<file path="src/sv/lrb_pkg.sv">
package lrb_pkg;

   // store geometry
   localparam int STORE_DEPTH = 1024;
   localparam int ADDR_W      = $clog2(STORE_DEPTH);

   // field widths
   localparam int LEN_W    = 11;
   localparam int LAT_W    = 10;
   localparam int OFS_W    = 10;
   localparam int RUN_W    = 7;
   localparam int SAMPLE_W = 32;
   localparam int MAX_RUN  = 64;

   // request word layout
   localparam int REQ_TYPE_W  = 2;
   localparam int SAMPLE_LSB  = 0;
   localparam int RUN_LSB     = SAMPLE_LSB + SAMPLE_W;
   localparam int OFS_LSB     = RUN_LSB + RUN_W;
   localparam int REQ_TDATA_W = ((OFS_LSB + OFS_W + 7) / 8) * 8;

   // config port
   localparam int CSR_IDX_W  = 2;
   localparam int CSR_DATA_W = LEN_W;
   localparam logic [CSR_IDX_W-1:0] CSR_LENGTH  = 2'd0;
   localparam logic [CSR_IDX_W-1:0] CSR_LATENCY = 2'd1;

   localparam logic [LEN_W-1:0] LEN_MIN   = 11'd2;
   localparam logic [LEN_W-1:0] LEN_MAX   = LEN_W'(STORE_DEPTH);
   localparam logic [LEN_W-1:0] LEN_RESET = 11'd1024;

   // request kinds
   localparam logic [REQ_TYPE_W-1:0] REQ_WRITE = 2'd0;
   localparam logic [REQ_TYPE_W-1:0] REQ_READ  = 2'd1;
   localparam logic [REQ_TYPE_W-1:0] REQ_SKIP  = 2'd2;
   localparam logic [REQ_TYPE_W-1:0] REQ_PEEK  = 2'd3;

   // remainder unit step counter
   localparam int REM_CNT_W = $clog2(OFS_W + 1);

   typedef struct packed {
      logic              done;
      logic [ADDR_W-1:0] rem;
   } rem_rsp_type;

   typedef struct packed {
      logic                last;
      logic [SAMPLE_W-1:0] sample;
   } rsp_word_type;

endpackage

</file>
<file path="src/sv/lrb_rem.sv">
// offset modulo ring length, one quotient bit per cycle
module lrb_rem (
   input  logic                       clock,
   input  logic                       reset,
   input  logic                       start,
   input  logic [lrb_pkg::OFS_W-1:0]  dividend,
   input  logic [lrb_pkg::LEN_W-1:0]  divisor,
   output lrb_pkg::rem_rsp_type       rsp
);

   logic                              busy_ff, busy_in;
   logic [lrb_pkg::REM_CNT_W-1:0]     cnt_ff, cnt_in;
   logic [lrb_pkg::ADDR_W-1:0]        rem_ff, rem_in;
   logic [lrb_pkg::OFS_W-1:0]         dvd_ff, dvd_in;
   logic [lrb_pkg::LEN_W-1:0]         trial;

   always_comb begin
      busy_in = busy_ff;
      cnt_in  = cnt_ff;
      rem_in  = rem_ff;
      dvd_in  = dvd_ff;
      trial   = lrb_pkg::LEN_W'({rem_ff, dvd_ff[lrb_pkg::OFS_W-1]});
      if (trial >= divisor) begin
         trial = trial - divisor;
      end
      if (start) begin
         busy_in = 1'b1;
         cnt_in  = lrb_pkg::REM_CNT_W'(lrb_pkg::OFS_W);
         rem_in  = '0;
         dvd_in  = dividend;
      end else if (busy_ff) begin
         if (cnt_ff != '0) begin
            rem_in = lrb_pkg::ADDR_W'(trial);
            dvd_in = {dvd_ff[lrb_pkg::OFS_W-2:0], 1'b0};
            cnt_in = cnt_ff - lrb_pkg::REM_CNT_W'(1);
         end else begin
            busy_in = 1'b0;
         end
      end
   end

   always_ff @(posedge clock) begin
      if (reset) begin
         busy_ff <= 1'b0;
         cnt_ff  <= '0;
      end else begin
         busy_ff <= busy_in;
         cnt_ff  <= cnt_in;
      end
      rem_ff <= rem_in;
      dvd_ff <= dvd_in;
   end

   assign rsp.done = busy_ff && (cnt_ff == '0);
   assign rsp.rem  = rem_ff;

endmodule

</file>
<file path="config.mk">
export PLATFORM = sky130hd
export DESIGN_NAME = lrb_rem
export DESIGN_NICKNAME = d
export VERILOG_FILES = /design/src/sv/lrb_pkg.sv /design/src/sv/lrb_rem.sv
export SDC_FILE = /design/constraint.sdc
export NUM_CORES = 1
export LEC_CHECK = 0
export BUFFER_PORTS_ARGS = -buffer_cell sky130_fd_sc_hd__buf_2
export CORE_AREA = 2 2 60 62
export DETAILED_ROUTE_END_ITERATION = 16
export DIE_AREA = 0 0 62 64
export GPL_ROUTABILITY_DRIVEN = 0
export PLACE_DENSITY = 0.72
export RECOVER_POWER = 50
export SYNTH_ARGS = -nofsm -noshare
export SYNTH_HDL_FRONTEND = slang
export SYNTH_SLANG_ARGS = --single-unit
</file>
<file path="constraint.sdc">
create_clock -name clock -period 2.4 [get_ports clock]
set_input_delay 0.48 -clock clock [delete_from_list [all_inputs] [get_ports clock]]
set_output_delay 0.48 -clock clock [all_outputs]
set_load 0.01 [all_outputs]
</file>
==> flow_summary.json, run 1 <==
{
  "area_delta_synth_final_pct": 19.6,
  "top_layer": "met4",
  "slew_headroom_pct": 65.1,
  "critPathMaxFanout": 4,
  "final_cell_mix": "buf_2, inv_1, dfxtp_1",
  "synth-xor-area-share_pct": 4.95,
  "grt_pass1_wl_um": 5700,
  "post-route-period-util_pct": 91.8,
  "routed-wl-met2_um": 1770,
  "yosysSeqAreaShare_pct": 37.7,
  "die_w_um": 62,
  "pre_cts_slack_ps": 13.6,
  "pwr-share-clk_pct": 19.6,
  "ys.flop_type": "dfxtp_1",
  "path_common_cell": "o21ai_0",
  "initial_core_util_pct": 48.5,
  "yosysTopAreaCell": "dfxtp_1",
  "syn_avg_cell_area_um2": 9.49,
  "rsz0062_at_grt": "no",
  "worstSetupEndpointType": "register",
  "hold_class": "in -> reg",
  "skew_ps": 7.75,
  "synth_top_family_by_area": "simple AND/OR/NAND/NOR gates",
  "syn_nets": 206,
  "postCtsSetupRepairBufs": 0,
  "vias": 1360,
  "port_buffers": 34,
  "grt_max_degree": 25,
  "finalNetCount": 252,
  "status": "finished clean",
  "core_um2": 3280,
  "tns_ps": 0,
  "drcViolationCount": 0,
  "m1WireLength_um": 1580,
  "dr_wl_met3_um": 129,
  "cts_buffers": 3,
  "wire_per_inst_um": 13.7,
  "cts_tree": "yes",
  "clockBufferDepth": 2,
  "ys_seq_elements": 25,
  "tightest_slew_ps": 519,
  "seqPwrFrac_pct": 50.1,
  "synth.distinct_cells": 37,
  "period_minus_slack_ps": 2200,
  "ctsResizeCount": 0,
  "numClockSinks": 25,
  "clk_pin_slew_ps": 150,
  "fmax_mhz": 454,
  "share_comb_of_total_power_pct": 30.3,
  "cts-root-buf": "clkbuf_4",
  "cp_data_required_time_ps": 2610,
  "cp.buffers_inverters": 1,
  "p_leak_nw": 0.850,
  "synth-adder-area-share_pct": 11.5,
  "critPathLaunchType": "register",
  "cp_cell_sequence": "ha_1 -> buf_4 -> o211ai_1 -> a21oi_1 -> o21ai_0 -> o21ai_0 -> a221oi_1 -> a211oi_1",
  "vdd_drop_max_uv": 318,
  "synth_top_cells_by_area": "dfxtp_1, edfxtp_1, ha_1",
  "htreeDepth": 1,
  "drt.antenna.violating_nets": 0,
  "n_antenna_cell": 0,
  "p_per_area_nw_per_um2": 531,
  "drt_first_pass_iters": 4,
  "hold_viol": 0,
  "slew_viol_final": 0,
  "drt-total-wl_um": 3540,
  "drive_gt1_share_pct": 25.4,
  "fp-row-count": 21,
  "crit_slowest_cell": "o21ai_0",
  "dp_hpwl_um": 2730,
  "cts_hold_buf": 0,
  "drt-vias-per-instance": 5.25,
  "maxCapViolCount": 0,
  "yosys.area_share.simple_pct": 15.9,
  "grt_pass1_vias": 1355,
  "drt-initial-drc-count": 56,
  "die_height_um": 64,
  "crit_family": "compound AO/OA/AOI/OAI gates",
  "fillers": 319,
  "yosysWarningCount": 0,
  "grtUsageTotal_pct": 18.8,
  "cpPeakStageDelay_ps": 460,
  "io_pins": 35,
  "synth_top_area_share_pct": 18.8,
  "dieArea_um2": 3970,
  "synth_edf_count": 10,
  "synthArstFlopShare_pct": 0,
  "setup_viol": 0,
  "antenna_found_initial": 0,
  "syn_inst": 168,
  "overflow": 0,
  "clock_latency_ps": 320,
  "switching_share_pct": 31.6,
  "worstSetupPathType": "reg -> reg",
  "synth_area_um2": 1590,
  "synth-compound-area-share_pct": 15.4,
  "p_int_uw": 692,
  "worstPathArrival_ps": 2410,
  "switching_power_uw": 320,
  "post-route-worst-setup-slack_ps": 198,
  "mostFrequentLayoutCell": "buf_2",
  "synth_mux_area_share_pct": 9.50
}
-- Yosys cell counts (2+ instances only) --
| cell type | instances |
|---|---|
| mux2_2 | 9 |
| o21ai_0 | 5 |
| nor4_1 | 4 |
| nor2_1 | 13 |
| xnor2_1 | 6 |
| nand2b_1 | 3 |
| mux2i_1 | 5 |
| nand2_1 | 10 |
| a211oi_1 | 7 |
| nand3_1 | 3 |
| edfxtp_1 | 10 |
| nor3_1 | 3 |
| inv_1 | 18 |
| nand4_1 | 2 |
| ha_1 | 13 |
| nand2_2 | 2 |
| xor2_1 | 3 |
| o211ai_1 | 4 |
| and2_1 | 2 |
| and3_1 | 2 |
| clkbuf_1 | 4 |
| a21oi_1 | 11 |
| dfxtp_1 | 15 |
-- kinds of logic (layout without fill, tap and decap cells) --
group / after synthesis / after routing
xor gates and xnor gates: 9 / 9
AOI/OAI and AO/OA: 36 / 36
buffers and inverters: 22 / 67
DFF: 25 / 25
muxes: 14 / 14
adders and majority gates: 14 / 14
and+or+nand+nor: 48 / 48
-- metrics by stage --
step | hold WS, ps | instances | power, mW | utilization (%) | area, um2
6_report | 365 | 259 | 1.01 | 58.1 | 1910
5_1_grt | 364 | 259 | 1.08 | 58.1 | 1910
2_1_floorplan | 525 | 168 | 0.714 | - | 1590
3_3_place_gp | 510 | 255 | 0.810 | 57.5 | 1890
4_1_cts | 363 | 259 | 1.02 | 58.4 | 1920
3_5_place_dp | 517 | 255 | 0.824 | 57.5 | 1890
-- final timing paths --
path | to | slack, ps | cells past startpoint | startpoint
worst max-delay path | rem_ff[9] | 200 | 8 | rem_ff[1]
worst min-delay path | busy_ff | 370 | 2 | reset
worst max register to register | rem_ff[9] | 200 | 8 | rem_ff[1]
worst min register to register | rem_ff[9] | 540 | 2 | rem_ff[9]
-- state kept, by name, indices dropped and copies added (netlist names) --
register	cells
dvd_ff	10
busy_ff	1
rem_ff	10
cnt_ff	4
-- cell type report --
class                      count  area, um2  area share (%)
multi-input combinational    121        911            47.8
clock inverter                 1       7.51           0.394
tap                           46       57.6            3.02
timing repair buffer          45        240            12.6
sequential                    25        601            31.5
clock buffer                   3       22.5            1.18
inverter                      18       67.6            3.54
-- power by group through the flow --
stage	combinational, mW	clock [mW]	sequential [mW]
5_1_grt	0.342	0.223	0.512
6_report	0.307	0.198	0.507
3_3_place_gp	0.296	0	0.514
2_1_floorplan	0.198	0	0.516
3_5_place_dp	0.307	0	0.517
4_1_cts	0.309	0.205	0.507
-- layer usage --
| layer | vias up | global-route usage, % |
|---|---|---|
| li1 | 701 | - |
| met1 | 619 | 23.3 |
| met2 | 32 | 31.8 |
| met3 | 8 | 3.85 |
| met4 | 0 | 5.59 |
| met5 | - | 0 |
No activity file was read; power rests on OpenSTA's default activity.
==> inputs of run 2 (changes only) <==
==> constraint.sdc (replaced) <==
create_clock -name clock -period 2.5 [get_ports clock]
set_input_delay 0.5 -clock clock [delete_from_list [all_inputs] [get_ports clock]]
set_output_delay 0.5 -clock clock [all_outputs]
set_load 0.01 [all_outputs]
==> flow_summary.json, run 2 (synthesis gave the netlist of run 1 again) <==
{
  "drt-total-wl_um": 3540,
  "grt_max_degree": 25,
  "initial_core_util_pct": 48.5,
  "crit_slowest_cell": "or4_4",
  "numClockSinks": 25,
  "worstSetupPathType": "reg -> reg",
  "setup_viol": 0,
  "die_height_um": 64,
  "clock_latency_ps": 320,
  "status": "finished clean",
  "final_cell_mix": "buf_2, inv_1, dfxtp_1",
  "fin_area_um2": 1880,
  "cpPeakStageDelay_ps": 540,
  "grtUsageTotal_pct": 18.6,
  "drt_first_pass_iters": 4,
  "rsz0062_at_grt": "no",
  "worstSetupEndpointType": "register",
  "ctsResizeCount": 0,
  "cp.buffers_inverters": 0,
  "min-delay-start": "reset",
  "cts_tree": "yes",
  "area_delta_synth_final_pct": 17.9,
  "p_leak_nw": 0.830,
  "drt-initial-drc-count": 97,
  "dp_hpwl_um": 2740,
  "hold_viol": 0,
  "grt_pass1_vias": 1300,
  "stdcell_count": 256,
  "period_minus_slack_ps": 2210,
  "worstReg2RegStart": "rem_ff[8]",
  "cp-startpoint": "rem_ff[8]",
  "antenna_found_initial": 0,
  "cp_data_required_time_ps": 2660,
  "cp_cell_sequence": "ha_1 -> nand2_2 -> or4_4 -> o211a_2 -> and2_4 -> a221oi_1 -> a211oi_1",
  "grt_pass1_wl_um": 5560,
  "cts_hold_buf": 0,
  "htreeDepth": 1,
  "n_antenna_cell": 0,
  "fp-row-count": 21,
  "core_um2": 3280,
  "tns_ps": 0,
  "fillers": 313,
  "fin_total_pwr_uw": 961,
  "io_pins": 35,
  "port_buffers": 34,
  "overflow": 0,
  "slew_viol_final": 0,
  "tightest_slew_ps": 1140,
  "postCtsSetupRepairBufs": 0,
  "vias": 1395,
  "post-place-cells": 252,
  "drt-vias-per-instance": 5.45,
  "skew_ps": 5.03,
  "slew_headroom_pct": 23.8,
  "crit_family": "simple AND/OR/NAND/NOR gates",
  "hold_class": "in -> reg",
  "vdd_drop_max_uv": 294,
  "clk_pin_slew_ps": 140,
  "p_per_area_nw_per_um2": 512,
  "post-route-period-util_pct": 88.6,
  "worstPathArrival_ps": 2380,
  "dieArea_um2": 3970,
  "drt.antenna.violating_nets": 0,
  "cts-root-buf": "clkbuf_4",
  "wire_per_inst_um": 13.8,
  "clockBufferDepth": 2,
  "finalNetCount": 249,
  "maxCapViolCount": 0,
  "reg_top3": "dvd_ff: 10 flops, rem_ff: 10 flops, cnt_ff: 4 flops",
  "drive_gt1_share_pct": 23.3,
  "placedInstanceArea_um2": 1870,
  "drcViolationCount": 0,
  "fmax_mhz": 451,
  "ff2ff_setup_slack_ps": 290,
  "die_w_um": 62,
  "cts_buffers": 3,
  "mostFrequentLayoutCell": "buf_2",
  "critPathMaxFanout": 6,
  "critPathLaunchType": "register"
}
run 2: final timing paths:
| check | to | depth (start not counted) |
|---|---|---|
| worst max register to register | rem_ff[9] | 7 |
| worst max-delay path | rem_ff[9] | 7 |
| worst min register to register | rem_ff[3] | 2 |
| worst min-delay path | cnt_ff[1] | 2 |
run 2: layer usage:
metal,wire (um),global-route usage (%),part of all wire (%)
met3,181,3.44,5.1
met1,1500,23.6,42
met5,0,0,0
met2,1800,30.3,51
met4,62,7.45,1.7
run 2: cell type report:
type,instances,area [um2],area share [%]
clock inverter,1,7.51,0.399
clock buffer,3,22.5,1.20
sequential,25,601,32.0
multi-input combinational,121,911,48.5
inverter,18,67.6,3.60
timing repair buffer,42,213,11.3
tap,46,57.6,3.06
run 2: per-stage QoR:
stage / hold slack (ps) / utilization (%) / worst slack, ps
2_1_floorplan: 525 / - / 217
6_report: 374 / 57.2 / 285
3_5_place_dp: 525 / 56.8 / 64.3
3_3_place_gp: 510 / 56.8 / 100
5_1_grt: 365 / 57.2 / 155
4_1_cts: 365 / 57.8 / 319
run 2: power breakdown:
part	switching, mW	internal [mW]
registers	0.0230	0.464
logic	0.153	0.133
clock network	0.128	0.0611
run 2: worst reg2reg max path: stages (launching register included):
cell and delay [ps]:
dfxtp_1 360, ha_1 330, nand2_2 90, or4_4 540, o211a_2 170, and2_4 160
a221oi_1 290, a211oi_1 120
==> inputs of run 3 (changes only) <==
--- a/config.mk
+++ b/config.mk
@@ -5,11 +5,12 @@
 export SDC_FILE = /design/constraint.sdc
 export NUM_CORES = 1
 export LEC_CHECK = 0
-export BUFFER_PORTS_ARGS = -buffer_cell sky130_fd_sc_hd__buf_2
+export BUFFER_PORTS_ARGS = -buffer_cell sky130_fd_sc_hd__clkbuf_2
 export CORE_AREA = 2 2 60 62
 export DETAILED_ROUTE_END_ITERATION = 16
 export DIE_AREA = 0 0 62 64
 export GPL_ROUTABILITY_DRIVEN = 0
+export GPL_TIMING_DRIVEN = 0
 export PLACE_DENSITY = 0.72
 export RECOVER_POWER = 50
 export SYNTH_ARGS = -nofsm -noshare
==> flow_summary.json, run 3 (synthesis gave the netlist of run 1 again) <==
{
  "wire_per_inst_um": 13.3,
  "drt_first_pass_iters": 4,
  "hold_viol": 0,
  "stdcell_count": 252,
  "vdd_drop_max_uv": 261,
  "final_cell_mix": "clkbuf_2, inv_1, clkbuf_1, dfxtp_1",
  "status": "finished clean",
  "post-place-cells": 248,
  "grt_pass1_vias": 1194,
  "clk_pin_slew_ps": 140,
  "seqPwrFrac_pct": 51.7,
  "fillers": 319,
  "grtUsageTotal_pct": 17.4,
  "antenna_found_initial": 0,
  "period_minus_slack_ps": 2240,
  "rsz0062_at_grt": "no",
  "slew_viol_final": 0,
  "setup_viol": 0,
  "critPathMaxFanout": 6,
  "drive_gt1_share_pct": 20.4,
  "cpPeakStageDelay_ps": 500,
  "drt-vias-per-instance": 5.37,
  "grt_pass1_wl_um": 5350,
  "p_leak_nw": 0.803,
  "switching_power_uw": 297,
  "worstSetupEndpointType": "register",
  "drcViolationCount": 0,
  "htreeDepth": 1,
  "skew_ps": 4.23,
  "crit_family": "simple AND/OR/NAND/NOR gates",
  "dieArea_um2": 3970,
  "pwr-share-clk_pct": 19.9,
  "grt_max_degree": 16,
  "crit_slowest_cell": "or4_4",
  "n_antenna_cell": 0,
  "core_um2": 3280,
  "hold_class": "in -> reg",
  "vias": 1353,
  "cts-root-buf": "clkbuf_4",
  "slew_headroom_pct": 63.7,
  "drt-initial-drc-count": 52,
  "multi_input_area_um2": 911,
  "mostFrequentLayoutCell": "clkbuf_2",
  "critPathLaunchType": "register",
  "port_buffers": 34,
  "cp_cell_sequence": "ha_1 -> nand3_1 -> or4_4 -> o211a_2 -> and2_4 -> and4_4 -> a311o_1",
  "io_pins": 35,
  "fmax_mhz": 447,
  "cts_hold_buf": 0,
  "die_w_um": 62,
  "clock_latency_ps": 310,
  "p_per_area_nw_per_um2": 512,
  "ctsResizeCount": 0,
  "p_int_uw": 644,
  "worstPathArrival_ps": 2460,
  "area_delta_synth_final_pct": 15.3,
  "fp-row-count": 21,
  "placedInstanceArea_um2": 1820,
  "share_comb_of_total_power_pct": 28.3,
  "overflow": 0,
  "cts_buffers": 3,
  "die_height_um": 64,
  "tightest_slew_ps": 544,
  "drt-total-wl_um": 3350,
  "cp.buffers_inverters": 0,
  "cp_data_required_time_ps": 2720,
  "reg_top3": "dvd_ff: 10 flops, rem_ff: 10 flops, cnt_ff: 4 flops",
  "finalNetCount": 245,
  "numClockSinks": 25,
  "postCtsSetupRepairBufs": 0,
  "dp_hpwl_um": 2640,
  "regArea_um2": 601,
  "worstSetupPathType": "reg -> reg",
  "drt.antenna.violating_nets": 0,
  "fin_area_um2": 1840,
  "cts_tree": "yes",
  "post-route-period-util_pct": 89.5,
  "tns_ps": 0,
  "switching_share_pct": 31.6,
  "maxCapViolCount": 0,
  "fin_total_pwr_uw": 940,
  "initial_core_util_pct": 48.5,
  "clockBufferDepth": 2
}
run 3: cell count changes in the layout (fill, tap and decap cells not counted), sizes merged:
cell,previous run,this run
clkbuf,15,41
buf,30,0
run 3: power groups by stage:
| stage | clock network (mW) | registers [mW] | logic (mW) |
|---|---|---|---|
| final | 0.187 | 0.487 | 0.266 |
| after global routing | 0.215 | 0.492 | 0.300 |
| after CTS | 0.200 | 0.487 | 0.269 |
| after detailed placement | 0 | 0.497 | 0.268 |
| after global placement | 0 | 0.494 | 0.259 |
| after floorplan | 0 | 0.496 | 0.190 |
run 3: cell type report:
cell class | count | area share [%]
inverters | 18 | 3.68
plain buffers | 4 | 0.817
multi-input cells | 121 | 49.6
repair buffers | 34 | 8.51
well taps | 46 | 3.13
flip-flops and latches | 25 | 32.7
clock inverters | 1 | 0.408
clock buffers | 3 | 1.23
run 3: layer usage:
metal  track usage [%]  vias to the layer above  wire length, um
li1                  -                      686                -
met1              24.5                      647             1610
met2              28.5                       20             1640
met3              3.04                        0               98
met4              1.60                        0                0
met5                 0                        -                0
run 3: stage by stage:
step                      hold slack [ps]  worst slack (ps)  util [%]
final                                 397               262      56.0
after detailed placement              520              23.1      55.5
after floorplan                       525               217         -
after global placement                507              39.9      55.5
after CTS                             386               276      56.4
after global routing                  401               145      56.0
run 3: worst paths after layout:
check / startpoint / to / slack [ps] / cells past startpoint
worst max-delay path: rem_ff[1] / rem_ff[2] / 260 / 7
worst min-delay path: reset / cnt_ff[1] / 400 / 2
worst max register to register: rem_ff[1] / rem_ff[2] / 260 / 7
worst min register to register: rem_ff[4] / rem_ff[4] / 540 / 2
